$ cat config.mk
export PLATFORM = sky130hd
export DESIGN_NAME = scns_cmdq
export DESIGN_NICKNAME = d
export VERILOG_FILES = /design/src/sv/shallow_cell_neighbor_smoothing_macros.svh /design/src/sv/scns_pkg.sv /design/src/sv/scns_cmdq.sv
export SDC_FILE = /design/constraint.sdc
export NUM_CORES = 1
export LEC_CHECK = 0
export BUFFER_PORTS_ARGS = -buffer_cell sky130_fd_sc_hd__buf_2
export CAP_MARGIN = 20
export CORE_UTILIZATION = 53
export DETAILED_ROUTE_END_ITERATION = 8
export MAX_ROUTING_LAYER = met4
export PLACE_DENSITY = 0.85
export REMOVE_ABC_BUFFERS = 1
export SETUP_SLACK_MARGIN = 0.02
export SLEW_MARGIN = 20
export SYNTH_ARGS = -nofsm -noshare
export SYNTH_HDL_FRONTEND = slang
export SYNTH_SLANG_ARGS = --single-unit
$ cat constraint.sdc
create_clock -name clk -period 14.3 [get_ports clk]
set_clock_uncertainty 0.1 [all_clocks]
set_input_delay 2.86 -clock clk [delete_from_list [all_inputs] [get_ports clk]]
set_output_delay 2.86 -clock clk [all_outputs]
set_load 0.03 [all_outputs]
$ cat src/sv/shallow_cell_neighbor_smoothing_macros.svh
// Assertion macros for the smoothing block's RTL, used by the back end.
`ifndef SHALLOW_CELL_NEIGHBOR_SMOOTHING_MACROS_SVH
`define SHALLOW_CELL_NEIGHBOR_SMOOTHING_MACROS_SVH
`ifndef SYNTH
// Checks an expression at every clock edge outside reset.
`define SCNS_ASSERT_ALWAYS(lbl, clk, rst_n, expr, msg) \
  lbl: assert property (@(posedge clk) disable iff (!rst_n) (expr)) else $error(msg);
// Checks that a condition is followed by a consequence in the next cycle.
`define SCNS_ASSERT_NEXT(lbl, clk, rst_n, ante, cons, msg) \
  lbl: assert property (@(posedge clk) disable iff (!rst_n) (ante) |=> (cons)) else $error(msg);
`else
`define SCNS_ASSERT_ALWAYS(lbl, clk, rst_n, expr, msg)
`define SCNS_ASSERT_NEXT(lbl, clk, rst_n, ante, cons, msg)
`endif
`endif

$ cat src/sv/scns_pkg.sv
// Package with the types, constants and helper functions of the smoothing block.
`default_nettype none
package scns_pkg;

  localparam int MAX_WIDTH   = 1024;
  localparam int STORE_DEPTH = 2 * MAX_WIDTH + 1;
  localparam int SLOT_W      = $clog2(STORE_DEPTH);
  localparam int KW          = $clog2(STORE_DEPTH + 1);
  localparam int W_W         = $clog2(MAX_WIDTH + 1);
  localparam int PEND_W      = $clog2(MAX_WIDTH + 2);
  localparam logic signed [39:0] HUNDREDTH_Q16 = 40'sd655;

  localparam logic [2:0] REG_GROUND = 3'd0;
  localparam logic [2:0] REG_RATIO  = 3'd1;
  localparam logic [2:0] REG_BLEND  = 3'd2;
  localparam logic [2:0] REG_PERIOD = 3'd3;
  localparam logic [2:0] REG_WIDTH  = 3'd4;
  localparam logic [2:0] REG_HEIGHT = 3'd5;

  typedef struct packed {
    logic signed [31:0] ground;
    logic [20:0]        rb;
    logic [16:0]        bc;
    logic [15:0]        period;
    logic [W_W-1:0]     w_eff;
    logic [15:0]        h_eff;
  } cfg_t;

  typedef struct packed {
    logic                          emit;
    logic                          write;
    logic                          smooth_ok;
    logic                          last;
    logic [SLOT_W-1:0]             wslot;
    logic [SLOT_W-1:0]             cslot;
    logic [3:0][SLOT_W-1:0]        nb;
    logic signed [31:0]            e;
    logic signed [31:0]            u;
    logic signed [31:0]            v;
    logic signed [31:0]            d;
  } cmd_t;

  // Slot that lies k cells behind the write slot in the circular store.
  function automatic logic [SLOT_W-1:0] back_slot(input logic [SLOT_W-1:0] wr,
                                                   input logic [KW-1:0] k);
    logic [KW-1:0]   kk;
    logic [SLOT_W:0] s;
    kk = (32'(k) >= STORE_DEPTH) ? k - KW'(STORE_DEPTH) : k;
    s  = {1'b0, wr} + (SLOT_W + 1)'(STORE_DEPTH) - (SLOT_W + 1)'(kk);
    if (32'(s) >= STORE_DEPTH) begin
      s = s - (SLOT_W + 1)'(STORE_DEPTH);
    end
    return s[SLOT_W-1:0];
  endfunction

  function automatic logic is_wet(input logic signed [31:0] e,
                                  input logic signed [31:0] d,
                                  input logic signed [31:0] gl);
    logic signed [32:0] tot;
    tot = {e[31], e} + {d[31], d};
    return (d >= gl) && (tot > 33'sd0);
  endfunction

  function automatic logic signed [31:0] sat32(input logic signed [39:0] v);
    if (v > 40'sd2147483647) begin
      return 32'sh7fffffff;
    end else if (v < -40'sd2147483648) begin
      return 32'sh80000000;
    end
    return v[31:0];
  endfunction

endpackage
`default_nettype wire

$ cat src/sv/scns_cmdq.sv
// Two-entry command queue between the front end and the back end.
`default_nettype none
module scns_cmdq import scns_pkg::*; (
  input  logic clk,
  input  logic rst_n,
  input  logic push,
  input  cmd_t din,
  output logic full,
  input  logic pop,
  output cmd_t dout,
  output logic nonempty
);

  cmd_t       ent_r [2];
  logic       wp_r, rp_r;
  logic [1:0] cnt_r;
  logic       do_push, do_pop;

  assign full     = (cnt_r == 2'd2);
  assign nonempty = (cnt_r != 2'd0);
  assign do_push  = push && !full;
  assign do_pop   = pop && nonempty;
  assign dout     = ent_r[rp_r];

  always_ff @(posedge clk) begin
    if (!rst_n) begin
      wp_r  <= 1'b0;
      rp_r  <= 1'b0;
      cnt_r <= 2'd0;
    end else begin
      if (do_push) begin
        wp_r <= ~wp_r;
      end
      if (do_pop) begin
        rp_r <= ~rp_r;
      end
      if (do_push && !do_pop) begin
        cnt_r <= cnt_r + 2'd1;
      end else if (do_pop && !do_push) begin
        cnt_r <= cnt_r - 2'd1;
      end
    end
    if (do_push) begin
      ent_r[wp_r] <= din;
    end
  end

endmodule
`default_nettype wire

==> impl_metrics.toml, run 1 <==
[sta]
period_share_pct = 46.5
worst_slew_pin_slew_ns = 1.10
relSlewSlack_pct = 26.7
rsz0062_at_grt = "no"
finalSetupViolCount = 0
fin_crit_ns = 6.65
finalHoldViolCount = 0
finalMaxSlewViolations = 0
fmax_ghz = 0.150
fin_setup_tns_ns = 0

[synth]
synth-seq-cells = 413
synth_edf_count = 408
ys.flop_type = "edfxtp_1"
syn-instance-count = 660
synth_top_family_by_area = "multiplexers"
synth_area_um2 = 15600
yosys.cell_types.count = 22
syn_area_per_cell_um2 = 23.7
yosysMostFrequentCell = "edfxtp_1"
synth_compound_area_share_pct = 0.208
synth_area_leader_cell = "edfxtp_1"
synth_common_cells = "408 x edfxtp_1, 160 x mux2_4, 44 x mux2_2, 19 x buf_6, 5 x dfxtp_1"
synth_xor_area_share_pct = 0.168
synthArstFlopShare_pct = 0
ys.warnings.count = 0
synth_top_area_share_pct = 78.4
synth_fa_ha_area_share_pct = 0.0801
synth_seq_area_share_pct = 79.1
muxShareOfSynthArea_pct = 18.6
synthTopCellsByArea = "edfxtp_1 78%, mux2_4 15%, mux2_2 3.2%"
synth_simple_gate_area_share_pct = 0.368

[power]
p_leak_nw = 7.48
p_per_area_nw_per_um2 = 194
irDropWorstVdd_uv = 177

[die]
ios = 414
start_util_pct = 54.1
die_height_um = 174
core_area_um2 = 28900
num_rows = 62
dieArea_um2 = 30200
die_w_um = 174

[detailed_routing]
wl_um = 30100
first_pass_iters = 4
route.vias.total = 7746
antenna_left = 0
remaining_drc_errors = 0
wire_per_inst_um = 19.8
vias_per_cell = 5.10
dr.first_iter.drc_count = 490

[status]
status = "complete, no violations"

[grt]
antenna_found_initial = 9
grt-ovfl-total = 0
grt_start_max_net_pins = 77
grt_usage_pct = 20.1
grt_pass1_vias = 8104
grt_pass1_wl_um = 44300

[setup_path]
start_kind = "flip-flop"
end_kind = "output pin"
crit_required_ns = 11.34
worstPathArrival_ns = 3.69
reg2reg_to = "ent_r[1][147]"
r2r_cells = 3
regToRegStartpoint = "cnt_r[0]"
crit_type = "flip-flop to output pin"
cp_max_fo = 62
worst-r2r-setup-slack_ns = 11.47

[hold_path]
holdCritStartpoint = "cnt_r[1]"
whs_path_depth = 2
worstHoldPathType = "flip-flop to flip-flop"
hold_end = "cnt_r[1]"

[final_layout]
num-fill-cells = 1932
areaGrowthSynthToFinish_pct = 23.2
instances_no_fill = 1519
nets = 1311
drive_above_1_share_pct = 60.5

[clock_network]
cts_hold_buf = 0
cts_buffer_depth = 3
clk_latency_ns = 0.52
post_cts_buffers = 0
ctsResizeCount = 0
cts_sinks = 413
clk_pin_slew_ns = 0.06
cts_tree = "built"
cts-buffers-inserted = 41
root_buffer = "clkbuf_16"
ctsHtreeMaxLevel = 2

[run]
max-cap-violations = 0

[placement]
gp_congestion = 0.823
dp.cells = 1443
io_buffers = 413
hpwl_um = 20000
[worst max-delay path by stage]
stage                     startpoint  slack (ns)     endpoint
final                      flip-flop        7.65     dout[19]
after global routing       flip-flop        7.49     dout[19]
after CTS                  flip-flop        7.60     dout[25]
after detailed placement   flip-flop        8.18     dout[14]
after global placement     flip-flop        8.22     dout[19]
after floorplan                 push        2.71  ent_r[0][0]
[worst max-delay path, cell delays in order (launching register included)]
cell and delay [ns]:
dfxtp_4 0.78, buf_4 0.75, buf_4 0.89, mux2_2 0.42
buf_2 0.18
[layout by cell type, fill, tap and decap left out, types with 3 or more instances in the layout]
| cell | count |
|---|---|
| clkinv_2 | 3 |
| diode_2 | 9 |
| mux2_2 | 44 |
| and2_1 | 3 |
| edfxtp_1 | 408 |
| buf_4 | 9 |
| buf_2 | 413 |
| dfxtp_1 | 4 |
| clkbuf_1 | 11 |
| mux2_4 | 160 |
| clkinv_1 | 5 |
| clkbuf_16 | 43 |
[area by class of cell]
| cell class | count | area, um2 | area share [%] |
|---|---|---|---|
| timing repair buffer | 422 | 2130 | 11.1 |
| multi-input combinational | 222 | 3040 | 15.8 |
| clock buffer | 56 | 1140 | 5.95 |
| inverter | 2 | 7.51 | 0.0390 |
| tap | 384 | 480 | 2.50 |
| sequential | 413 | 12400 | 64.2 |
| antenna | 9 | 22.5 | 0.117 |
| clock inverter | 11 | 58.8 | 0.306 |
[logic make-up after synthesis]
family / after synthesis
AO/OA/AOI/OAI: 5
XOR/XNOR: 3
adder cells (fa/ha/maj): 1
buffers and inverters: 25
flip-flops: 413
multiplexers: 204
AND/OR/NAND/NOR: 9
[report_power, final]
group	total (W)	leakage [nW]	internal [W]	switching [W]
Clock	0.000966	0.586	0.000557	0.000410
Sequential	0.00158	3.85	0.00152	0.0000590
Combinational	0.00119	3.04	0.000455	0.000737
[through the flow]
| stage | worst slack [ns] | area, um2 | total power (W) | hold WS [ns] | utilization, % |
|---|---|---|---|---|---|
| after global placement | 8.22 | 18000 | 0.00278 | 0.393 | 62.4 |
| final | 7.65 | 19200 | 0.00374 | 0.438 | 66.7 |
| after global routing | 7.49 | 19200 | 0.00388 | 0.463 | 66.7 |
| after CTS | 7.60 | 19200 | 0.00378 | 0.439 | 66.6 |
| after floorplan | 2.71 | 15400 | 0.00267 | 0.379 | - |
| after detailed placement | 8.18 | 18000 | 0.00281 | 0.430 | 62.4 |
[layer usage]
metal | vias to the layer above | wire length [um] | track usage, %
met4 | 0 | 1250 | 9.25
met2 | 342 | 15300 | 33.8
met5 | - | 0 | -
met3 | 91 | 2510 | 6.12
li1 | 3523 | - | -
met1 | 3790 | 11000 | 21.7
[state kept, by name, summed over array words and instances (netlist names), named ones only]
register  cells
rp_r          1
wp_r          1
cnt_r         2
ent_r       408
Note: power is estimated with default switching activity, not from simulation.
==> run 2, diff against run 1 <==
==> constraint.sdc (replaced) <==
create_clock -name clk -period 6.9 [get_ports clk]
set_clock_uncertainty 0.1 [all_clocks]
set_input_delay 1.38 -clock clk [delete_from_list [all_inputs] [get_ports clk]]
set_output_delay 1.38 -clock clk [all_outputs]
set_load 0.03 [all_outputs]
==> impl_metrics.toml, run 2 (synthesis gave the netlist of run 1 again) <==
[power]
swShare_pct = 32.0
p_leak_nw = 7.51
cell_internal_pwr_w = 0.00534
net-switching-power_w = 0.00251
irDropWorstVdd_uv = 319
p_clk_share_pct = 26.6
power.share.combinational_pct = 31.4
p_per_area_nw_per_um2 = 406
finalPower_w = 0.00785
power.share.sequential_pct = 42.0

[final_layout]
top_regs = "ent_r: 408 flops, cnt_r: 2 flops"
seq_area_um2 = 12400
largest_reg_flops = 408
drive_above_1_share_pct = 60.2
num-fill-cells = 1894
fin_area_um2 = 19300
nets = 1311
regMostFlops = "ent_r"
instances_no_fill = 1523
layout_common_cells = "413 x buf_2, 408 x edfxtp_1, 160 x mux2_4"
layout_commonest_cell = "buf_2"
areaGrowthSynthToFinish_pct = 23.7
multi_input_area_um2 = 3040

[detailed_routing]
wl_um = 30700
route.vias.total = 7754
remaining_drc_errors = 0
antenna_left = 0
dr.first_iter.drc_count = 463
first_pass_iters = 4
vias_per_cell = 5.09
wire_per_inst_um = 20.2

[placement]
pre_cts_slack_ns = 3.05
place_area_um2 = 18000
gp_congestion = 0.810
hpwl_um = 20200
io_buffers = 413
dp.cells = 1443

[clock_network]
clk_pin_slew_ns = 0.06
ctsResizeCount = 0
post_cts_buffers = 0
cts_buffer_depth = 3
cts-buffers-inserted = 41
cts_hold_buf = 0
cts_sinks = 413
cts_tree = "built"
clk_latency_ns = 0.51
root_buffer = "clkbuf_16"
ctsHtreeMaxLevel = 2

[setup_path]
crit_required_ns = 5.42
end_kind = "output pin"
start_kind = "flip-flop"
crit_type = "flip-flop to output pin"
cp_max_fo = 113
worstPathArrival_ns = 2.91

[die]
ios = 414
num_rows = 62
die_height_um = 174
die_w_um = 174
dieArea_um2 = 30200
core_area_um2 = 28900
start_util_pct = 54.1

[grt]
grt_start_max_net_pins = 114
grt-ovfl-total = 0
grt_pass1_vias = 8128
grt_pass1_wl_um = 45400
grt_usage_pct = 20.6
antenna_found_initial = 9

[sta]
fin_crit_ns = 4.39
finalHoldViolCount = 0
rsz0062_at_grt = "no"
finalMaxSlewViolations = 0
worst_slew_pin_slew_ns = 1.04
period_share_pct = 63.6
hold_slack_ns = 0.425
finalSetupViolCount = 0
relSlewSlack_pct = 30.9
timing.final.ws_setup_ns = 2.51
fmax_ghz = 0.228

[status]
status = "complete, no violations"

[hold_path]
worstHoldPathType = "flip-flop to flip-flop"

[run]
max-cap-violations = 0
## run 2: changes by cell type in the layout (fill, tap and decap cells not counted)
| cell | previous run | this run |
|---|---|---|
| buf_12 | 0 | 2 |
| buf_4 | 9 | 7 |
| bufinv_16 | 0 | 4 |
| clkbuf_1 | 11 | 9 |
| clkbuf_16 | 43 | 41 |
| clkbuf_8 | 2 | 0 |
| clkinv_1 | 5 | 11 |
| clkinv_2 | 3 | 4 |
| diode_2 | 9 | 10 |
| inv_6 | 2 | 0 |
## run 2: critical path, cell delays in order, from the launching register on
cell     delay [ns]
dfxtp_4        0.96
buf_12         0.63
mux2_2         0.42
buf_2          0.18
## run 2: area by class of cell
type                            count  share of cell area (%)
Sequential cell                   413                    64.0
Multi-Input combinational cell    222                    15.7
Timing Repair Buffer              422                    11.2
Clock buffer                       50                    5.49
Tap cell                          384                    2.49
Clock inverter                     20                   0.978
Antenna cell                       10                   0.130
Inverter                            2                  0.0389
## run 2: path summary, 6_finish.rpt
check / startpoint / to / slack (ns) / cells after the start
worst max-delay path: flip-flop / dout[1] / 2.51 / 3
worst min-delay path: cnt_r[1] / cnt_r[1] / 0.43 / 2
worst max register to register: cnt_r[0] / ent_r[0][163] / 4.07 / 5
worst min register to register: cnt_r[1] / cnt_r[1] / 0.43 / 2
## run 2: power by group through the flow
stage / Sequential [W] / Combinational [W] / Clock, W
final: 0.00330 / 0.00246 / 0.00209
after floorplan: 0.00352 / 0.00202 / 0
after global placement: 0.00332 / 0.00245 / 0
after detailed placement: 0.00335 / 0.00247 / 0
after global routing: 0.00333 / 0.00257 / 0.00222
after CTS: 0.00330 / 0.00249 / 0.00213
## run 2: stage by stage
step | util [%] | setup TNS [ns]
2_1_floorplan | - | -1155.28
3_3_place_gp | 62.5 | 0
3_5_place_dp | 62.5 | 0
4_1_cts | 66.8 | 0
5_1_grt | 66.9 | 0
6_report | 66.9 | 0
## run 2: routing by layer
| layer | wire, um | global-route usage, % |
|---|---|---|
| met3 | 2520 | 5.61 |
| met4 | 786 | 7.24 |
| met2 | 16300 | 36.1 |
| met5 | 0 | - |
| met1 | 11100 | 22.6 |
==> run 3, diff against run 2 <==
--- a/config.mk
+++ b/config.mk
@@ -5,12 +5,13 @@
 export SDC_FILE = /design/constraint.sdc
 export NUM_CORES = 1
 export LEC_CHECK = 0
+export ABC_AREA = 1
 export BUFFER_PORTS_ARGS = -buffer_cell sky130_fd_sc_hd__buf_2
 export CAP_MARGIN = 20
-export CORE_UTILIZATION = 53
+export CORE_UTILIZATION = 47
 export DETAILED_ROUTE_END_ITERATION = 8
 export MAX_ROUTING_LAYER = met4
-export PLACE_DENSITY = 0.85
+export PLACE_DENSITY = 0.8
 export REMOVE_ABC_BUFFERS = 1
 export SETUP_SLACK_MARGIN = 0.02
 export SLEW_MARGIN = 20
==> constraint.sdc (replaced) <==
create_clock -name clk -period 3.95 [get_ports clk]
set_clock_uncertainty 0.1 [all_clocks]
set_input_delay 0.79 -clock clk [delete_from_list [all_inputs] [get_ports clk]]
set_output_delay 0.79 -clock clk [all_outputs]
set_load 0.03 [all_outputs]
==> impl_metrics.toml, run 3 <==
[status]
status = "complete, no violations"

[sta]
rsz0062_at_grt = "no"
finalMaxSlewViolations = 0
relSlewSlack_pct = 46.1
worst_slew_pin_slew_ns = 0.799
period_share_pct = 79.5
finalHoldViolCount = 0
fin_setup_tns_ns = 0
fin_crit_ns = 3.14
fmax_ghz = 0.318
finalSetupViolCount = 0

[synth]
synth_seq_area_share_pct = 79.1
synth-seq-cells = 413
synthTopCellsByArea = "edfxtp_1 78%, mux2_4 15%, mux2_2 3.2%"
synth_top_area_share_pct = 78.4
synth_area_um2 = 15600
ys.warnings.count = 0
yosys.cell_types.count = 15
synth_common_cells = "408 x edfxtp_1, 160 x mux2_4, 44 x mux2_2, 19 x buf_6, 9 x nor2_1"
yosysMostFrequentCell = "edfxtp_1"
synthArstFlopShare_pct = 0
synth_area_leader_cell = "edfxtp_1"
syn_area_per_cell_um2 = 23.3
syn-instance-count = 672
synth_edf_count = 408
ys.flop_type = "edfxtp_1"

[clock_network]
ctsHtreeMaxLevel = 2
cts_tree = "built"
cts_sinks = 413
cts_hold_buf = 0
post_cts_buffers = 0
clk_latency_ns = 0.52
clk_pin_slew_ns = 0.06
ctsResizeCount = 0
cts-buffers-inserted = 41
cts_buffer_depth = 3
root_buffer = "clkbuf_16"

[power]
finalPower_w = 0.0132
p_clk_share_pct = 27.3
cell_internal_pwr_w = 0.00912
p_per_area_nw_per_um2 = 678
net-switching-power_w = 0.00413
irDropWorstVdd_uv = 604
p_leak_nw = 7.61
power.share.sequential_pct = 43.3
power.share.combinational_pct = 29.3
swShare_pct = 31.2

[hold_path]
holdCritStartpoint = "din[79]"
hold_end = "ent_r[1][79]"
worstHoldPathType = "primary input to flip-flop"
whs_path_depth = 1

[die]
num_rows = 66
die_w_um = 184
start_util_pct = 47.9
ios = 414
die_height_um = 184
dieArea_um2 = 34000
core_area_um2 = 32600

[setup_path]
worstPathArrival_ns = 2.25
end_kind = "output pin"
reg2reg_to = "ent_r[1][116]"
regToRegStartpoint = "cnt_r[1]"
start_kind = "flip-flop"
worst-r2r-setup-slack_ns = 1.71
crit_type = "flip-flop to output pin"
cp_max_fo = 56
crit_required_ns = 3.06
r2r_cells = 4

[grt]
grt-ovfl-total = 0
grt_start_max_net_pins = 95
grt_usage_pct = 18.0
grt_pass1_wl_um = 44700
grt_pass1_vias = 8103
antenna_found_initial = 5

[detailed_routing]
first_pass_iters = 7
route.vias.total = 7831
dr.first_iter.drc_count = 513
remaining_drc_errors = 0
wire_per_inst_um = 19.4
antenna_left = 0
vias_per_cell = 4.89
wl_um = 31000

[final_layout]
fin_util_pct = 59.8
top_regs = "ent_r: 408 flops, cnt_r: 2 flops"
layout_common_cells = "413 x buf_2, 408 x edfxtp_1, 160 x mux2_4"
regMostFlops = "ent_r"
layout_commonest_cell = "buf_2"
instances_no_fill = 1600
fin_area_um2 = 19500
largest_reg_flops = 408
areaGrowthSynthToFinish_pct = 24.9
drive_above_1_share_pct = 59.8
nets = 1333

[run]
max-cap-violations = 0

[placement]
io_buffers = 413
place_area_um2 = 18300
hpwl_um = 21400
gp_congestion = 0.771
dp.cells = 1523
[run 3: cell count changes after synthesis, sizes merged, moves of 2 or more]
cell,delta
nor2,+8
nand2,+7
inv,+6
and2,-3
a21boi,-2
xnor2,-2
[run 3: metal layers]
metal	part of all wire [%]	vias to the layer above	global-route usage [%]
li1	-	3583	-
met1	37	3857	19.2
met2	52	332	31.6
met3	8.4	59	5.35
met4	2.5	0	6.37
met5	0	-	-
[run 3: cells by family (layout without fill, tap and decap cells)]
logic type / Yosys count / after routing / synth area share, %
adder cells (fa/ha/maj): 1 / 1 / 0.0801
AO/OA/AOI/OAI: 5 / 5 / 0.176
buffers and inverters: 31 / 512 / 1.69
AND/OR/NAND/NOR: 18 / 18 / 0.456
multiplexers: 204 / 204 / 18.5
other: 0 / 5 / 0
flip-flops: 413 / 413 / 79.1
[run 3: through the flow]
step	worst slack [ns]	hold WS, ns
6_report	0.810	0.353
4_1_cts	0.769	0.322
2_1_floorplan	-6.32	0.367
3_3_place_gp	1.37	0.380
5_1_grt	0.717	0.328
3_5_place_dp	1.30	0.398
[run 3: power by group through the flow]
stage          clock network, W  registers, W  logic, W
2_1_floorplan                 0       0.00618   0.00306
3_3_place_gp                  0       0.00580   0.00386
3_5_place_dp                  0       0.00584   0.00391
4_1_cts                 0.00372       0.00574   0.00393
5_1_grt                 0.00388       0.00578   0.00408
6_report                0.00362       0.00574   0.00389
[run 3: layout make-up]
cell class                 count  area [um2]
antenna                        5        12.5
clock buffer                  52        1110
clock inverter                20         138
fill                        2364       13100
inverter                       8        30.0
multi-input combinational    228        3020
sequential                   413       12400
tap                          442         553
timing repair buffer         432        2300
[run 3: how the worst max path moves through the flow]
| stage | from | endpoint | depth (start not counted) |
|---|---|---|---|
| after detailed placement | push | ent_r[1][83] | 5 |
| after global placement | push | ent_r[1][83] | 5 |
| final | flip-flop | dout[94] | 3 |
| after CTS | flip-flop | dout[106] | 3 |
| after floorplan | push | ent_r[0][0] | 2 |
| after global routing | flip-flop | dout[94] | 3 |
[run 3: worst max-delay path: stages, from the launching register on]
cell     delay [ns]
dfxtp_4        0.69
buf_12         0.41
mux2_4         0.35
buf_2          0.18
