File: src/sv/shallow_cell_neighbor_smoothing_macros.svh
// Assertion macros for the smoothing block's RTL, used by the back end.
`ifndef SHALLOW_CELL_NEIGHBOR_SMOOTHING_MACROS_SVH
`define SHALLOW_CELL_NEIGHBOR_SMOOTHING_MACROS_SVH
`ifndef SYNTH
// Checks an expression at every clock edge outside reset.
`define SCNS_ASSERT_ALWAYS(lbl, clk, rst_n, expr, msg) \
  lbl: assert property (@(posedge clk) disable iff (!rst_n) (expr)) else $error(msg);
// Checks that a condition is followed by a consequence in the next cycle.
`define SCNS_ASSERT_NEXT(lbl, clk, rst_n, ante, cons, msg) \
  lbl: assert property (@(posedge clk) disable iff (!rst_n) (ante) |=> (cons)) else $error(msg);
`else
`define SCNS_ASSERT_ALWAYS(lbl, clk, rst_n, expr, msg)
`define SCNS_ASSERT_NEXT(lbl, clk, rst_n, ante, cons, msg)
`endif
`endif

File: src/sv/scns_pkg.sv
// Package with the types, constants and helper functions of the smoothing block.
`default_nettype none
package scns_pkg;

  localparam int MAX_WIDTH   = 1024;
  localparam int STORE_DEPTH = 2 * MAX_WIDTH + 1;
  localparam int SLOT_W      = $clog2(STORE_DEPTH);
  localparam int KW          = $clog2(STORE_DEPTH + 1);
  localparam int W_W         = $clog2(MAX_WIDTH + 1);
  localparam int PEND_W      = $clog2(MAX_WIDTH + 2);
  localparam logic signed [39:0] HUNDREDTH_Q16 = 40'sd655;

  localparam logic [2:0] REG_GROUND = 3'd0;
  localparam logic [2:0] REG_RATIO  = 3'd1;
  localparam logic [2:0] REG_BLEND  = 3'd2;
  localparam logic [2:0] REG_PERIOD = 3'd3;
  localparam logic [2:0] REG_WIDTH  = 3'd4;
  localparam logic [2:0] REG_HEIGHT = 3'd5;

  typedef struct packed {
    logic signed [31:0] ground;
    logic [20:0]        rb;
    logic [16:0]        bc;
    logic [15:0]        period;
    logic [W_W-1:0]     w_eff;
    logic [15:0]        h_eff;
  } cfg_t;

  typedef struct packed {
    logic                          emit;
    logic                          write;
    logic                          smooth_ok;
    logic                          last;
    logic [SLOT_W-1:0]             wslot;
    logic [SLOT_W-1:0]             cslot;
    logic [3:0][SLOT_W-1:0]        nb;
    logic signed [31:0]            e;
    logic signed [31:0]            u;
    logic signed [31:0]            v;
    logic signed [31:0]            d;
  } cmd_t;

  // Slot that lies k cells behind the write slot in the circular store.
  function automatic logic [SLOT_W-1:0] back_slot(input logic [SLOT_W-1:0] wr,
                                                   input logic [KW-1:0] k);
    logic [KW-1:0]   kk;
    logic [SLOT_W:0] s;
    kk = (32'(k) >= STORE_DEPTH) ? k - KW'(STORE_DEPTH) : k;
    s  = {1'b0, wr} + (SLOT_W + 1)'(STORE_DEPTH) - (SLOT_W + 1)'(kk);
    if (32'(s) >= STORE_DEPTH) begin
      s = s - (SLOT_W + 1)'(STORE_DEPTH);
    end
    return s[SLOT_W-1:0];
  endfunction

  function automatic logic is_wet(input logic signed [31:0] e,
                                  input logic signed [31:0] d,
                                  input logic signed [31:0] gl);
    logic signed [32:0] tot;
    tot = {e[31], e} + {d[31], d};
    return (d >= gl) && (tot > 33'sd0);
  endfunction

  function automatic logic signed [31:0] sat32(input logic signed [39:0] v);
    if (v > 40'sd2147483647) begin
      return 32'sh7fffffff;
    end else if (v < -40'sd2147483648) begin
      return 32'sh80000000;
    end
    return v[31:0];
  endfunction

endpackage
`default_nettype wire

File: src/sv/scns_front.sv
// Front end: accepts cells, tracks grid position and issues line store commands.
`default_nettype none
module scns_front import scns_pkg::*; (
  input  logic               clk,
  input  logic               rst_n,
  input  cfg_t               cfg,
  input  logic               per_wr,
  input  logic               in_valid,
  output logic               in_ready,
  input  logic               in_op,
  input  logic [31:0]        in_frame_step,
  input  logic signed [31:0] in_elevation,
  input  logic signed [31:0] in_vel_x,
  input  logic signed [31:0] in_vel_y,
  input  logic signed [31:0] in_depth,
  output logic               cmd_valid,
  input  logic               cmd_ready,
  output cmd_t               cmd
);

  typedef enum logic [1:0] {F_IDLE, F_DIV, F_PUSH} fstate_t;

  fstate_t           state_r, state_nxt;
  logic [W_W-1:0]    col_r, col_nxt, ecol_r, ecol_nxt;
  logic [15:0]       row_r, row_nxt, erow_r, erow_nxt;
  logic [PEND_W-1:0] pend_r, pend_nxt;
  logic [SLOT_W-1:0] wr_r, wr_nxt;
  logic [31:0]       step_r, step_nxt;
  logic              mod_ok_r, mod_ok_nxt;
  logic [31:0]       dvd_r, dvd_nxt;
  logic [16:0]       rem_r, rem_nxt;
  logic [4:0]        dcnt_r, dcnt_nxt;
  logic              push_pend_r, push_pend_nxt;
  cmd_t              cmd_r, cmd_nxt;

  logic [15:0]       per_eff;
  logic [16:0]       div_sh, rem_step;
  logic              emit_full, interior, last;
  logic [31:0]       ec1, er1, c1, r1;
  logic [KW-1:0]     kp, kw;

  assign per_eff  = (cfg.period == 16'd0) ? 16'd1 : cfg.period;
  assign div_sh   = {rem_r[15:0], dvd_r[31]};
  assign rem_step = (div_sh >= {1'b0, per_eff}) ? div_sh - {1'b0, per_eff} : div_sh;

  assign emit_full = 32'(pend_r) >= 32'(cfg.w_eff) + 32'd1;
  assign interior  = (ecol_r != '0) && (32'(ecol_r) <= 32'(cfg.w_eff) - 32'd2) &&
                     (erow_r != '0) && (32'(erow_r) <= 32'(cfg.h_eff) - 32'd2);
  assign last      = (32'(ecol_r) >= 32'(cfg.w_eff) - 32'd1) &&
                     (32'(erow_r) >= 32'(cfg.h_eff) - 32'd1);
  assign ec1 = 32'(ecol_r) + 32'd1;
  assign er1 = 32'(erow_r) + 32'd1;
  assign c1  = 32'(col_r) + 32'd1;
  assign r1  = 32'(row_r) + 32'd1;
  assign kp  = KW'(pend_r);
  assign kw  = KW'(cfg.w_eff);

  assign in_ready  = (state_r == F_IDLE);
  assign cmd_valid = (state_r == F_PUSH);

  always_comb begin
    cmd = cmd_r;
    cmd.smooth_ok = cmd_r.smooth_ok & mod_ok_r;
  end

  always_comb begin
    state_nxt     = state_r;
    col_nxt       = col_r;
    row_nxt       = row_r;
    ecol_nxt      = ecol_r;
    erow_nxt      = erow_r;
    pend_nxt      = pend_r;
    wr_nxt        = wr_r;
    step_nxt      = step_r;
    mod_ok_nxt    = mod_ok_r;
    dvd_nxt       = dvd_r;
    rem_nxt       = rem_r;
    dcnt_nxt      = dcnt_r;
    push_pend_nxt = push_pend_r;
    cmd_nxt       = cmd_r;
    case (state_r)
      F_IDLE: begin
        if (in_valid) begin
          cmd_nxt.cslot     = back_slot(wr_r, kp);
          cmd_nxt.nb[0]     = back_slot(wr_r, kp + KW'(1));
          cmd_nxt.nb[1]     = back_slot(wr_r, kp - KW'(1));
          cmd_nxt.nb[2]     = back_slot(wr_r, kp + kw);
          cmd_nxt.nb[3]     = back_slot(wr_r, kp - kw);
          cmd_nxt.last      = last;
          cmd_nxt.wslot     = wr_r;
          cmd_nxt.e         = in_elevation;
          cmd_nxt.u         = in_vel_x;
          cmd_nxt.v         = in_vel_y;
          cmd_nxt.d         = in_depth;
          if (in_op) begin
            // Flush request drains the oldest pending cell without smoothing.
            if (pend_r != '0) begin
              cmd_nxt.emit      = 1'b1;
              cmd_nxt.write     = 1'b0;
              cmd_nxt.smooth_ok = 1'b0;
              pend_nxt          = pend_r - PEND_W'(1);
              state_nxt         = F_PUSH;
            end
          end else begin
            cmd_nxt.emit      = emit_full;
            cmd_nxt.write     = 1'b1;
            cmd_nxt.smooth_ok = emit_full & interior;
            if (!emit_full) begin
              pend_nxt = pend_r + PEND_W'(1);
            end
            wr_nxt = (32'(wr_r) == STORE_DEPTH - 1) ? '0 : wr_r + SLOT_W'(1);
            if (c1 >= 32'(cfg.w_eff)) begin
              col_nxt = '0;
              row_nxt = (r1 >= 32'(cfg.h_eff)) ? 16'd0 : r1[15:0];
            end else begin
              col_nxt = c1[W_W-1:0];
            end
            if (col_r == '0 && row_r == 16'd0) begin
              step_nxt      = in_frame_step;
              dvd_nxt       = in_frame_step;
              rem_nxt       = '0;
              dcnt_nxt      = '0;
              push_pend_nxt = 1'b1;
              state_nxt     = F_DIV;
            end else begin
              state_nxt = F_PUSH;
            end
          end
          if (state_nxt == F_PUSH || state_nxt == F_DIV) begin
            if (cmd_nxt.emit) begin
              if (ec1 >= 32'(cfg.w_eff)) begin
                ecol_nxt = '0;
                erow_nxt = (er1 >= 32'(cfg.h_eff)) ? 16'd0 : er1[15:0];
              end else begin
                ecol_nxt = ec1[W_W-1:0];
              end
            end
          end
        end else if (per_wr) begin
          dvd_nxt       = step_r;
          rem_nxt       = '0;
          dcnt_nxt      = '0;
          push_pend_nxt = 1'b0;
          state_nxt     = F_DIV;
        end
      end
      F_DIV: begin
        rem_nxt  = rem_step;
        dvd_nxt  = {dvd_r[30:0], 1'b0};
        dcnt_nxt = dcnt_r + 5'd1;
        if (dcnt_r == 5'd31) begin
          mod_ok_nxt = (rem_step == 17'd0);
          state_nxt  = push_pend_r ? F_PUSH : F_IDLE;
        end
      end
      F_PUSH: begin
        if (cmd_ready) begin
          state_nxt = F_IDLE;
        end
      end
      default: state_nxt = F_IDLE;
    endcase
  end

  always_ff @(posedge clk) begin
    if (!rst_n) begin
      state_r     <= F_IDLE;
      col_r       <= '0;
      row_r       <= '0;
      ecol_r      <= '0;
      erow_r      <= '0;
      pend_r      <= '0;
      wr_r        <= '0;
      step_r      <= '0;
      mod_ok_r    <= 1'b1;
      dcnt_r      <= '0;
      push_pend_r <= 1'b0;
    end else begin
      state_r     <= state_nxt;
      col_r       <= col_nxt;
      row_r       <= row_nxt;
      ecol_r      <= ecol_nxt;
      erow_r      <= erow_nxt;
      pend_r      <= pend_nxt;
      wr_r        <= wr_nxt;
      step_r      <= step_nxt;
      mod_ok_r    <= mod_ok_nxt;
      dcnt_r      <= dcnt_nxt;
      push_pend_r <= push_pend_nxt;
    end
    dvd_r <= dvd_nxt;
    rem_r <= rem_nxt;
    cmd_r <= cmd_nxt;
  end

endmodule
`default_nettype wire

File: config.mk
export PLATFORM = sky130hd
export DESIGN_NAME = scns_front
export DESIGN_NICKNAME = d
export VERILOG_FILES = /design/src/sv/shallow_cell_neighbor_smoothing_macros.svh /design/src/sv/scns_pkg.sv /design/src/sv/scns_front.sv
export SDC_FILE = /design/constraint.sdc
export NUM_CORES = 1
export LEC_CHECK = 0
export BUFFER_PORTS_ARGS = -buffer_cell sky130_fd_sc_hd__buf_4
export CAP_MARGIN = 20
export CORE_MARGIN = 5
export CORE_UTILIZATION = 56
export DETAILED_ROUTE_END_ITERATION = 16
export GPL_ROUTABILITY_DRIVEN = 0
export HOLD_SLACK_MARGIN = 0.1
export PLACE_DENSITY = 0.8
export SYNTH_ARGS = -nofsm -noshare
export SYNTH_HDL_FRONTEND = slang
export SYNTH_SLANG_ARGS = --single-unit
File: constraint.sdc
create_clock -name clk -period 8 [get_ports clk]
set_input_delay 0.8 -clock clk [delete_from_list [all_inputs] [get_ports clk]]
set_output_delay 0.8 -clock clk [all_outputs]
set_load 0.01 [all_outputs]
==> results of run 1 <==
-- logic make-up (layout without fill, tap and decap cells) --
logic type,count (synthesis),count (layout),share of synthesized area (%)
AOI/OAI and AO/OA,590,590,14.2
and+or+nand+nor,924,924,16.8
DFF,370,370,36.6
other,1,1,0.0138
xor gates and xnor gates,272,272,8.77
muxes,49,49,1.83
adders and majority gates,278,278,13.1
buffers and inverters,417,641,8.68
-- layer usage --
metal	routed length [µm]	share of wire (%)	GRT usage (%)	vias up
met3	5150	7.0	4.66	174
met1	29300	40	32.5	10700
met4	2830	3.8	9.58	6
met2	36600	50	46.3	869
li1	-	-	-	10600
met5	40	0.054	0	-
-- sequential cells by signal, indices dropped and copies added, names as in the netlist --
register     cells
state_r          2
col_r           11
step_r          32
rem_r           16
push_pend_r      1
mod_ok_r         1
wr_r            12
cmd            203
pend_r          11
dvd_r           32
dcnt_r           5
ecol_r          11
row_r           16
erow_r          16
cmd_r            1
-- layout make-up --
cell class	instances	area share [%]
clock buffer	52	3.74
inverter	133	1.65
multi-input combinational	2114	48.5
timing repair buffer	432	10.6
clock inverter	24	0.721
sequential	370	32.3
tap	615	2.50
-- worst register-to-register path: stages (launching register included) --
cell	delay (ps)
dfxtp_1	650
inv_1	340
ha_1	300
inv_1	80
fa_1	250
a21oi_4	80
o22ai_2	270
nor2_4	50
xnor2_1	160
nor4_1	590
nand4b_1	280
o41ai_4	660
nor3_1	120
xnor2_1	170
ha_1	390
and3_1	230
a221oi_1	350
xnor2_1	220
nor4_1	660
a31o_2	250
a21o_1	310
nand4_1	190
xnor2_1	170
-- per-stage QoR --
| stage | worst slack, ps | area (µm²) | utilization (%) |
|---|---|---|---|
| floorplan | 927 | 27200 | - |
| global placement | 919 | 29300 | 61.3 |
| detailed placement | 632 | 29400 | 61.4 |
| CTS | 1210 | 30700 | 64.2 |
| global route | 369 | 30700 | 64.2 |
| finish | 995 | 30700 | 64.2 |
-- path summary, 6_finish.rpt --
check,slack (ps),cells past startpoint,end
worst max-delay path,1000,22,cmd[171]$_DFFE_PP_
worst min register to register,450,2,step_r[9]$_SDFFE_PN0P_
worst max register to register,1000,22,cmd[171]$_DFFE_PP_
worst min-delay path,400,1,cmd[7]$_DFFE_PP_
-- cell usage in the layout, fill, tap and decap left out, types with 41 or more instances in the layout --
| cell type | n |
|---|---|
| a21o_1 | 52 |
| dfxtp_1 | 118 |
| nand2_1 | 250 |
| nand3_1 | 86 |
| xor2_1 | 73 |
| mux2i_1 | 44 |
| buf_4 | 430 |
| nor3_1 | 86 |
| edfxtp_1 | 252 |
| nor2_1 | 202 |
| nor4_1 | 41 |
| inv_1 | 122 |
| clkbuf_16 | 43 |
| nand4_1 | 41 |
| o21ai_0 | 127 |
| o21a_1 | 44 |
| a21oi_1 | 171 |
| xnor2_1 | 199 |
| ha_1 | 269 |
-- power groups by stage --
| stage | registers (W) | clock network, W | logic, W |
|---|---|---|---|
| 2_1_floorplan | 0.00263 | 0 | 0.00285 |
| 3_3_place_gp | 0.00267 | 0 | 0.00349 |
| 3_5_place_dp | 0.00268 | 0 | 0.00363 |
| 4_1_cts | 0.00264 | 0.00198 | 0.00366 |
| 5_1_grt | 0.00266 | 0.00206 | 0.00404 |
| 6_report | 0.00264 | 0.00193 | 0.00370 |
==> impl_metrics.py, run 1 <==
metrics = {
    "outcome": {
        "status": "complete, no violations",
    },
    "cells_and_area": {
        "syn2layout_area_growth_pct": 13.2,
        "layout.cells.non_filler": 3740,
        "drive_above_1_share_pct": 17.5,
        "antennaDiodeCount": 0,
        "regArea_mm2": 0.00993,
        "n_fill_cell": 3778,
        "finalNetCount": 3650,
        "multiInputGateArea_mm2": 0.0149,
    },
    "pwr": {
        "intPower_w": 0.00514,
        "p_total_w": 0.00827,
        "p_comb_share_pct": 44.8,
        "p_leak_nw": 13.0,
        "p_per_area_mw_per_mm2": 269,
        "power_frac_clock_pct": 23.3,
        "power.switching_w": 0.00313,
        "vdd_drop_max_mv": 0.198,
        "seqPwrFrac_pct": 31.9,
        "swShare_pct": 37.8,
    },
    "yosys": {
        "synth_area_leaders": "edfxtp_1 (28%), ha_1 (12%), dfxtp_1 (8.7%)",
        "synth_edf_count": 252,
        "synth_seq_cells": 370,
        "syn_avg_cell_area_um2": 9.36,
        "synth_commonest_cells": "ha_1 (269), edfxtp_1 (252), nand2_1 (250)",
        "synth.net_count": 3458,
        "synth_area_mm2": 0.0272,
        "synth.distinct_cells": 92,
        "synth-main-ff-cell": "edfxtp_1",
        "synthArstFlopShare_pct": 0,
        "yosysTopAreaCell": "edfxtp_1",
        "synth_top_area_share_pct": 27.9,
        "ys_seq_area_share_pct": 36.6,
        "yosysWarnings": 0,
        "yosysMostFrequentCell": "ha_1",
        "syn_inst": 2901,
    },
    "timing": {
        "clock.fmax_mhz": 143,
        "setup_violations": 0,
        "slew_headroom_pct": 19.1,
        "hold_ws_ps": 397,
        "slew_violations": 0,
        "hold_violations": 0,
        "worst_slew_pin_slew_ps": 1210,
        "rsz0062_at_grt": "no",
        "tns_ps": 0,
        "fin_crit_ps": 7000,
        "fin_worst_skew_ps": 16.3,
        "fin_crit_sh_pct": 87.6,
    },
    "cts": {
        "clk_latency_ps": 570,
        "tritoncts": "built",
        "cts_sinks": 370,
        "ctsResizeCount": 0,
        "path_clk_slew_ps": 60,
        "postCtsSetupRepairBufs": 0,
        "clk_path_buf_depth": 3,
        "cts_hold_buf": 0,
        "htreeDepth": 2,
        "cts_buffers": 42,
        "root_buffer": "clkbuf_16",
    },
    "die": {
        "start_util_pct": 56.8,
        "die_w_um": 230,
        "ios": 485,
        "coreArea_mm2": 0.0478,
        "dieArea_mm2": 0.0530,
        "placementRows": 80,
        "die_h_um": 230,
    },
    "worst_setup_path": {
        "endpoint_kind": "register",
        "cp-start-kind": "register",
        "crit_path_max_fanout": 12,
        "cpMostUsedCell": "xnor2_1",
        "worstPathRequired_ps": 8300,
        "startpoint": "pend_r[0]$_SDFFE_PN0P_",
        "worstReg2RegStart": "pend_r[0]$_SDFFE_PN0P_",
        "path_buf_inv": 2,
        "critPathTopFamily": "simple AND/OR/NAND/NOR gates",
        "critPathKind": "register to register",
        "crit_chain": "inv_1 -> ha_1 -> inv_1 -> fa_1 -> a21oi_4 -> o22ai_2 -> nor2_4 -> xnor2_1 -> nor4_1 -> nand4b_1 -> o41ai_4 -> nor3_1 -> xnor2_1 -> ha_1 -> and3_1 -> a221oi_1 -> xnor2_1 -> nor4_1 -> a31o_2 -> a21o_1 -> nand4_1 -> xnor2_1",
        "critPathArrivalTime_ps": 7310,
        "slowest_delay_ps": 660,
        "crit_slowest_cell": "o41ai_4",
    },
    "detailed_routing": {
        "dr.pass1.iters": 6,
        "routed_wl_um": 73800,
        "postRouteAntennaNets": 0,
        "vias": 22400,
        "drc": 0,
        "routedWlPerCell_um": 19.7,
        "initialDrtViolationCount": 1591,
        "vias_per_cell": 5.98,
    },
    "hold_path": {
        "hold_class": "input port to register",
        "worstHoldStart": "in_depth[7]",
    },
    "placed_design": {
        "dpl.cell_count": 3664,
        "portBuffers": 414,
        "hpwl_um": 56000,
    },
    "global_routing": {
        "grt.total_usage_pct": 26.3,
        "grt_pass1_wl_um": 115000,
        "grt_start_max_net_pins": 129,
        "grt_pass1_vias": 21800,
        "antenna_found_initial": 3,
        "gr-total-overflow": 0,
    },
    "job": {
        "maxCapViolCount": 0,
    },
}
Power figures use the tool's default switching activity.
==> run 2, diff against run 1 <==
- CELL_PAD_IN_SITES_DETAIL_PLACEMENT: not set -> 0
- CELL_PAD_IN_SITES_GLOBAL_PLACEMENT: not set -> 2
- CORE_UTILIZATION: 56 -> 35
- PLACE_DENSITY: 0.8 -> 0.86
==> run 2 against run 1 <==
Register-to-register slack gained 330 ps. Via count fell by 5.9%. Count of clock-buffer cells in the layout shrank 1. Critical path type unchanged.
==> impl_metrics.py, run 2 (synthesis gave the netlist of run 1 again) <==
metrics = {
    "die": {
        "die_w_um": 289,
        "placementRows": 102,
        "die_h_um": 289,
        "ios": 485,
        "start_util_pct": 35.2,
        "coreArea_mm2": 0.0772,
        "dieArea_mm2": 0.0833,
    },
    "pwr": {
        "p_comb_share_pct": 44.7,
        "p_leak_nw": 13.1,
        "vdd_drop_max_mv": 0.165,
        "swShare_pct": 37.8,
        "power_frac_clock_pct": 24.4,
        "intPower_w": 0.00520,
        "p_per_area_mw_per_mm2": 266,
        "seqPwrFrac_pct": 31.0,
        "power.switching_w": 0.00317,
    },
    "worst_setup_path": {
        "critPathArrivalTime_ps": 6980,
        "worstReg2RegStart": "pend_r[1]$_SDFFE_PN0P_",
        "endpoint_kind": "register",
        "critPathKind": "register to register",
        "cp-start-kind": "register",
        "r2r-end": "cmd[170]$_DFFE_PP_",
        "crit_path_max_fanout": 12,
        "worstPathRequired_ps": 8310,
        "r2r_slack_ps": 1330,
        "worstRegToRegCells": 20,
    },
    "global_routing": {
        "grt.total_usage_pct": 17.1,
        "antenna_found_initial": 1,
        "grt_start_max_net_pins": 77,
        "gr-total-overflow": 0,
        "grt_pass1_wl_um": 114000,
        "grt_pass1_vias": 20100,
    },
    "hold_path": {
        "hold_class": "input port to register",
        "hold-path-cell-count": 1,
        "hold_end": "cmd[49]$_DFFE_PP_",
        "worstHoldStart": "in_vel_y[17]",
    },
    "timing": {
        "hold_violations": 0,
        "slew_violations": 0,
        "tns_ps": 0,
        "fin_crit_sh_pct": 83.4,
        "rsz0062_at_grt": "no",
        "clock.fmax_mhz": 150,
        "fin_worst_skew_ps": 25.1,
        "fin_crit_ps": 6670,
        "setup_violations": 0,
        "slew_headroom_pct": 35.3,
        "worst_slew_pin_slew_ps": 971,
    },
    "cts": {
        "clk_latency_ps": 600,
        "cts_hold_buf": 0,
        "postCtsSetupRepairBufs": 0,
        "path_clk_slew_ps": 60,
        "clk_path_buf_depth": 3,
        "ctsResizeCount": 0,
        "cts_sinks": 370,
        "tritoncts": "built",
        "cts_buffers": 45,
        "htreeDepth": 2,
        "root_buffer": "clkbuf_16",
    },
    "cells_and_area": {
        "syn2layout_area_growth_pct": 15.8,
        "layout_common_cells": "buf_4 (447), ha_1 (269), edfxtp_1 (252), nand2_1 (250), nor2_1 (202)",
        "drive_above_1_share_pct": 18.2,
        "largest_reg_flops": 203,
        "n_fill_cell": 7713,
        "fin_area_mm2": 0.0315,
        "final_common_cell": "buf_4",
        "regArea_mm2": 0.00993,
        "finalNetCount": 3668,
        "multiInputGateArea_mm2": 0.0149,
    },
    "detailed_routing": {
        "routed_wl_um": 75500,
        "vias_per_cell": 5.02,
        "postRouteAntennaNets": 0,
        "drc": 0,
        "routedWlPerCell_um": 18.0,
        "dr.pass1.iters": 5,
        "vias": 21000,
        "initialDrtViolationCount": 1127,
    },
    "placed_design": {
        "hpwl_um": 57700,
        "place_area_mm2": 0.0300,
        "portBuffers": 414,
    },
    "outcome": {
        "status": "complete, no violations",
    },
    "job": {
        "maxCapViolCount": 0,
    },
}
==> run 2: cell count changes in the layout (fill, tap and decap cells not counted), moves of 2 or more <==
cell / change
clkinv_2: +4
clkinv_8: -2
buf_4: +17
clkbuf_8: -3
clkbuf_16: +3
inv_16: +2
clkinvlp_4: +2
==> run 2: how the worst max path moves through the flow <==
stage / from / end / slack (ps) / cells after the start
after floorplan: in_valid / row_r[10]$_SDFFE_PN0P_ / 930 / 8
after global placement: cfg[18] / cmd[160]$_DFFE_PP_ / 860 / 22
after detailed placement: cfg[23] / cmd[160]$_DFFE_PP_ / 730 / 21
after CTS: pend_r[1]$_SDFFE_PN0P_ / cmd[160]$_DFFE_PP_ / 1350 / 21
after global routing: pend_r[1]$_SDFFE_PN0P_ / cmd[161]$_DFFE_PP_ / 680 / 21
final: pend_r[1]$_SDFFE_PN0P_ / cmd[170]$_DFFE_PP_ / 1330 / 20
==> run 2: cell type report <==
| cell class | instances | share of cell area, % |
|---|---|---|
| sequential | 370 | 31.6 |
| multi-input combinational | 2114 | 47.4 |
| clock buffer | 51 | 3.75 |
| antenna | 1 | 0.00796 |
| tap | 1040 | 4.14 |
| timing repair buffer | 447 | 10.7 |
| inverter | 133 | 1.62 |
| clock inverter | 31 | 0.863 |
==> run 2: metrics by stage <==
stage                     cells  hold WS (ps)  power (W)  util, %  worst slack [ps]
after floorplan            2901           403    0.00548        -               927
after global placement     4104           441    0.00637     38.9               861
after detailed placement   4104           446    0.00637     38.9               731
after CTS                  4186           339    0.00847     40.7              1350
after global routing       4186           350    0.00896     40.7               682
final                      4187           387    0.00837     40.7              1330
==> run 2: power by group through the flow <==
stage	combinational, W	clock (W)	sequential [W]
after detailed placement	0.00374	0	0.00263
after floorplan	0.00285	0	0.00263
after CTS	0.00376	0.00212	0.00260
after global routing	0.00415	0.00219	0.00262
final	0.00374	0.00204	0.00259
after global placement	0.00374	0	0.00263
==> run 2: per-layer routing <==
| metal | GRT usage, % | vias to the layer above | wire length, µm |
|---|---|---|---|
| met5 | 0 | - | 0 |
| met4 | 4.00 | 0 | 1700 |
| met3 | 2.81 | 95 | 3610 |
| met2 | 28.7 | 394 | 35700 |
| met1 | 23.1 | 9849 | 34400 |
| li1 | - | 10700 | - |
==> run 2: critical path, stage by stage, from the launching register on <==
cell       delay (ps)
dfxtp_1           850
ha_1              380
nor2b_1           150
o2111ai_1         220
nand3b_1          120
xnor2_1           230
nor4_1            620
nand4b_1          260
o41ai_4           650
nor2_1             80
a21oi_1           360
ha_1              310
nand2b_1           90
nand2b_1           90
a221oi_1          310
xnor2_1           220
nor4_1            570
a31o_2            230
a21o_1            310
nand3_1           140
xor2_1            190
==> run 3, diff against run 2 <==
- ABC_AREA: not set -> 1
- CORE_UTILIZATION: 35 -> 33
- clock period: 8 -> 6.8 ns (I/O delays scaled with it)
==> run 3 against run 2 <==
Global-route usage increased by 1.1 points. Wire length increased by 21%. Core utilization decreased by 2.7 points. Cell count increased by 29%. Register-to-register slack got worse by 240 ps. Non-clock buffer count decreased by 3. Synthesized cell count increased by 37%. Critical endpoint is now cmd[157]$_DFFE_PP_. Largest power group unchanged.
==> impl_metrics.py, run 3 <==
metrics = {
    "yosys": {
        "syn_inst": 3977,
        "yosysMostFrequentCell": "nand2_1",
        "syn_avg_cell_area_um2": 7.50,
        "yosysWarnings": 0,
        "synth_seq_cells": 370,
        "yosysTopAreaCell": "edfxtp_1",
        "synth_area_leaders": "edfxtp_1 (25%), nand2_1 (12%), ha_1 (11%)",
        "synth.distinct_cells": 59,
        "synth_area_mm2": 0.0298,
        "synth_top_area_share_pct": 25.4,
        "synthArstFlopShare_pct": 0,
        "synth-main-ff-cell": "edfxtp_1",
        "synth_edf_count": 252,
        "synth_commonest_cells": "nand2_1 (982), inv_1 (456), nor2_1 (388)",
        "ys_seq_area_share_pct": 33.3,
        "synth.net_count": 4534,
    },
    "global_routing": {
        "grt_pass1_vias": 25200,
        "grt_start_max_net_pins": 118,
        "gr-total-overflow": 0,
        "grt_pass1_wl_um": 143000,
        "antenna_found_initial": 1,
        "grt.total_usage_pct": 18.2,
    },
    "cells_and_area": {
        "drive_above_1_share_pct": 13.7,
        "finalNetCount": 4737,
        "final_common_cell": "nand2_1",
        "layout_common_cells": "nand2_1 (982), inv_1 (455), buf_4 (441), nor2_1 (386), ha_1 (269)",
        "n_fill_cell": 9477,
        "layout.cells.non_filler": 5393,
        "largest_reg_flops": 203,
        "syn2layout_area_growth_pct": 14.5,
    },
    "timing": {
        "fin_worst_skew_ps": 38.8,
        "slew_violations": 0,
        "tns_ps": 0,
        "slew_headroom_pct": 36.2,
        "rsz0062_at_grt": "no",
        "fin_crit_sh_pct": 83.9,
        "hold_violations": 0,
        "setup_violations": 0,
        "clock.fmax_mhz": 175,
        "fin_crit_ps": 5710,
        "worst_slew_pin_slew_ps": 955,
    },
    "die": {
        "ios": 485,
        "die_h_um": 311,
        "coreArea_mm2": 0.0899,
        "placementRows": 110,
        "dieArea_mm2": 0.0965,
        "die_w_um": 311,
        "start_util_pct": 33.2,
    },
    "cts": {
        "path_clk_slew_ps": 60,
        "root_buffer": "clkbuf_16",
        "cts_sinks": 370,
        "cts_buffers": 46,
        "cts_hold_buf": 0,
        "htreeDepth": 2,
        "ctsResizeCount": 0,
        "clk_path_buf_depth": 3,
        "clk_latency_ps": 610,
        "tritoncts": "built",
        "postCtsSetupRepairBufs": 0,
    },
    "outcome": {
        "status": "complete, no violations",
    },
    "placed_design": {
        "dpl.cell_count": 5307,
        "hpwl_um": 70600,
        "portBuffers": 414,
    },
    "detailed_routing": {
        "vias": 25800,
        "routed_wl_um": 91500,
        "routedWlPerCell_um": 17.0,
        "dr.pass1.iters": 5,
        "initialDrtViolationCount": 1567,
        "vias_per_cell": 4.78,
        "drc": 0,
        "postRouteAntennaNets": 0,
    },
    "worst_setup_path": {
        "critPathTopFamily": "simple AND/OR/NAND/NOR gates",
        "endpoint_kind": "register",
        "path_buf_inv": 3,
        "crit_path_max_fanout": 14,
        "critPathArrivalTime_ps": 6050,
        "crit_slowest_cell": "dfxtp_1",
        "cp-start-kind": "register",
        "worstPathRequired_ps": 7140,
        "cpMostUsedCell": "nand2_1",
        "slowest_delay_ps": 690,
        "critPathKind": "register to register",
    },
    "hold_path": {
        "hold_class": "input port to register",
    },
    "pwr": {
        "vdd_drop_max_mv": 0.185,
        "p_per_area_mw_per_mm2": 329,
        "p_leak_nw": 16.2,
    },
    "job": {
        "maxCapViolCount": 0,
    },
}
run 3: cell type report:
class	count	area, µm²	share of cell area, %
tap	1176	1470	4.31
sequential	370	9930	29.1
antenna	1	2.50	0.00733
multi-input combinational	2849	16200	47.3
inverter	469	1760	5.16
clock buffer	64	1280	3.75
timing repair buffer	444	3370	9.87
clock inverter	20	164	0.480
run 3: logic make-up (layout without fill, tap and decap cells):
kind of cell	after synthesis	after routing	synth area share, %
AOI/OAI and AO/OA	432	432	7.79
xor gates and xnor gates	216	216	6.59
adders and majority gates	278	278	11.9
buffers and inverters	758	997	12.5
DFF	370	370	33.3
other	1	2	0.0126
and+or+nand+nor	1922	1922	27.9
run 3: final timing paths:
kind                                              end  slack, ps                    from  cells past startpoint
worst min-delay path                cmd[51]$_DFFE_PP_        260            in_vel_y[19]                      1
worst max register to register     cmd[157]$_DFFE_PP_       1090  pend_r[4]$_SDFFE_PN0P_                     29
worst min register to register  col_r[5]$_SDFFE_PN0P_        460   col_r[5]$_SDFFE_PN0P_                      2
worst max-delay path               cmd[157]$_DFFE_PP_       1090  pend_r[4]$_SDFFE_PN0P_                     29
run 3: through the flow:
stage	setup WS [ps]	area, µm²	util [%]	hold slack [ps]	power (W)
4_1_cts	1060	34100	38.0	206	0.0114
2_1_floorplan	1040	29800	-	435	0.00748
6_report	1090	34100	38.0	258	0.0112
5_1_grt	495	34100	38.0	217	0.0122
3_3_place_gp	697	32700	36.3	450	0.00891
3_5_place_dp	694	32700	36.4	459	0.00891
run 3: power breakdown:
group / internal (W) / switching (W)
registers: 0.00299 / 0.000202
logic: 0.00199 / 0.00367
clock network: 0.00136 / 0.00102
run 3: per-layer routing:
layer | vias up | track usage, % | share of wire (%)
met2 | 463 | 32.0 | 48
met5 | - | 0 | 0
met1 | 11800 | 23.8 | 46
met4 | 0 | 4.12 | 2.1
met3 | 93 | 2.54 | 4.1
li1 | 13400 | - | -
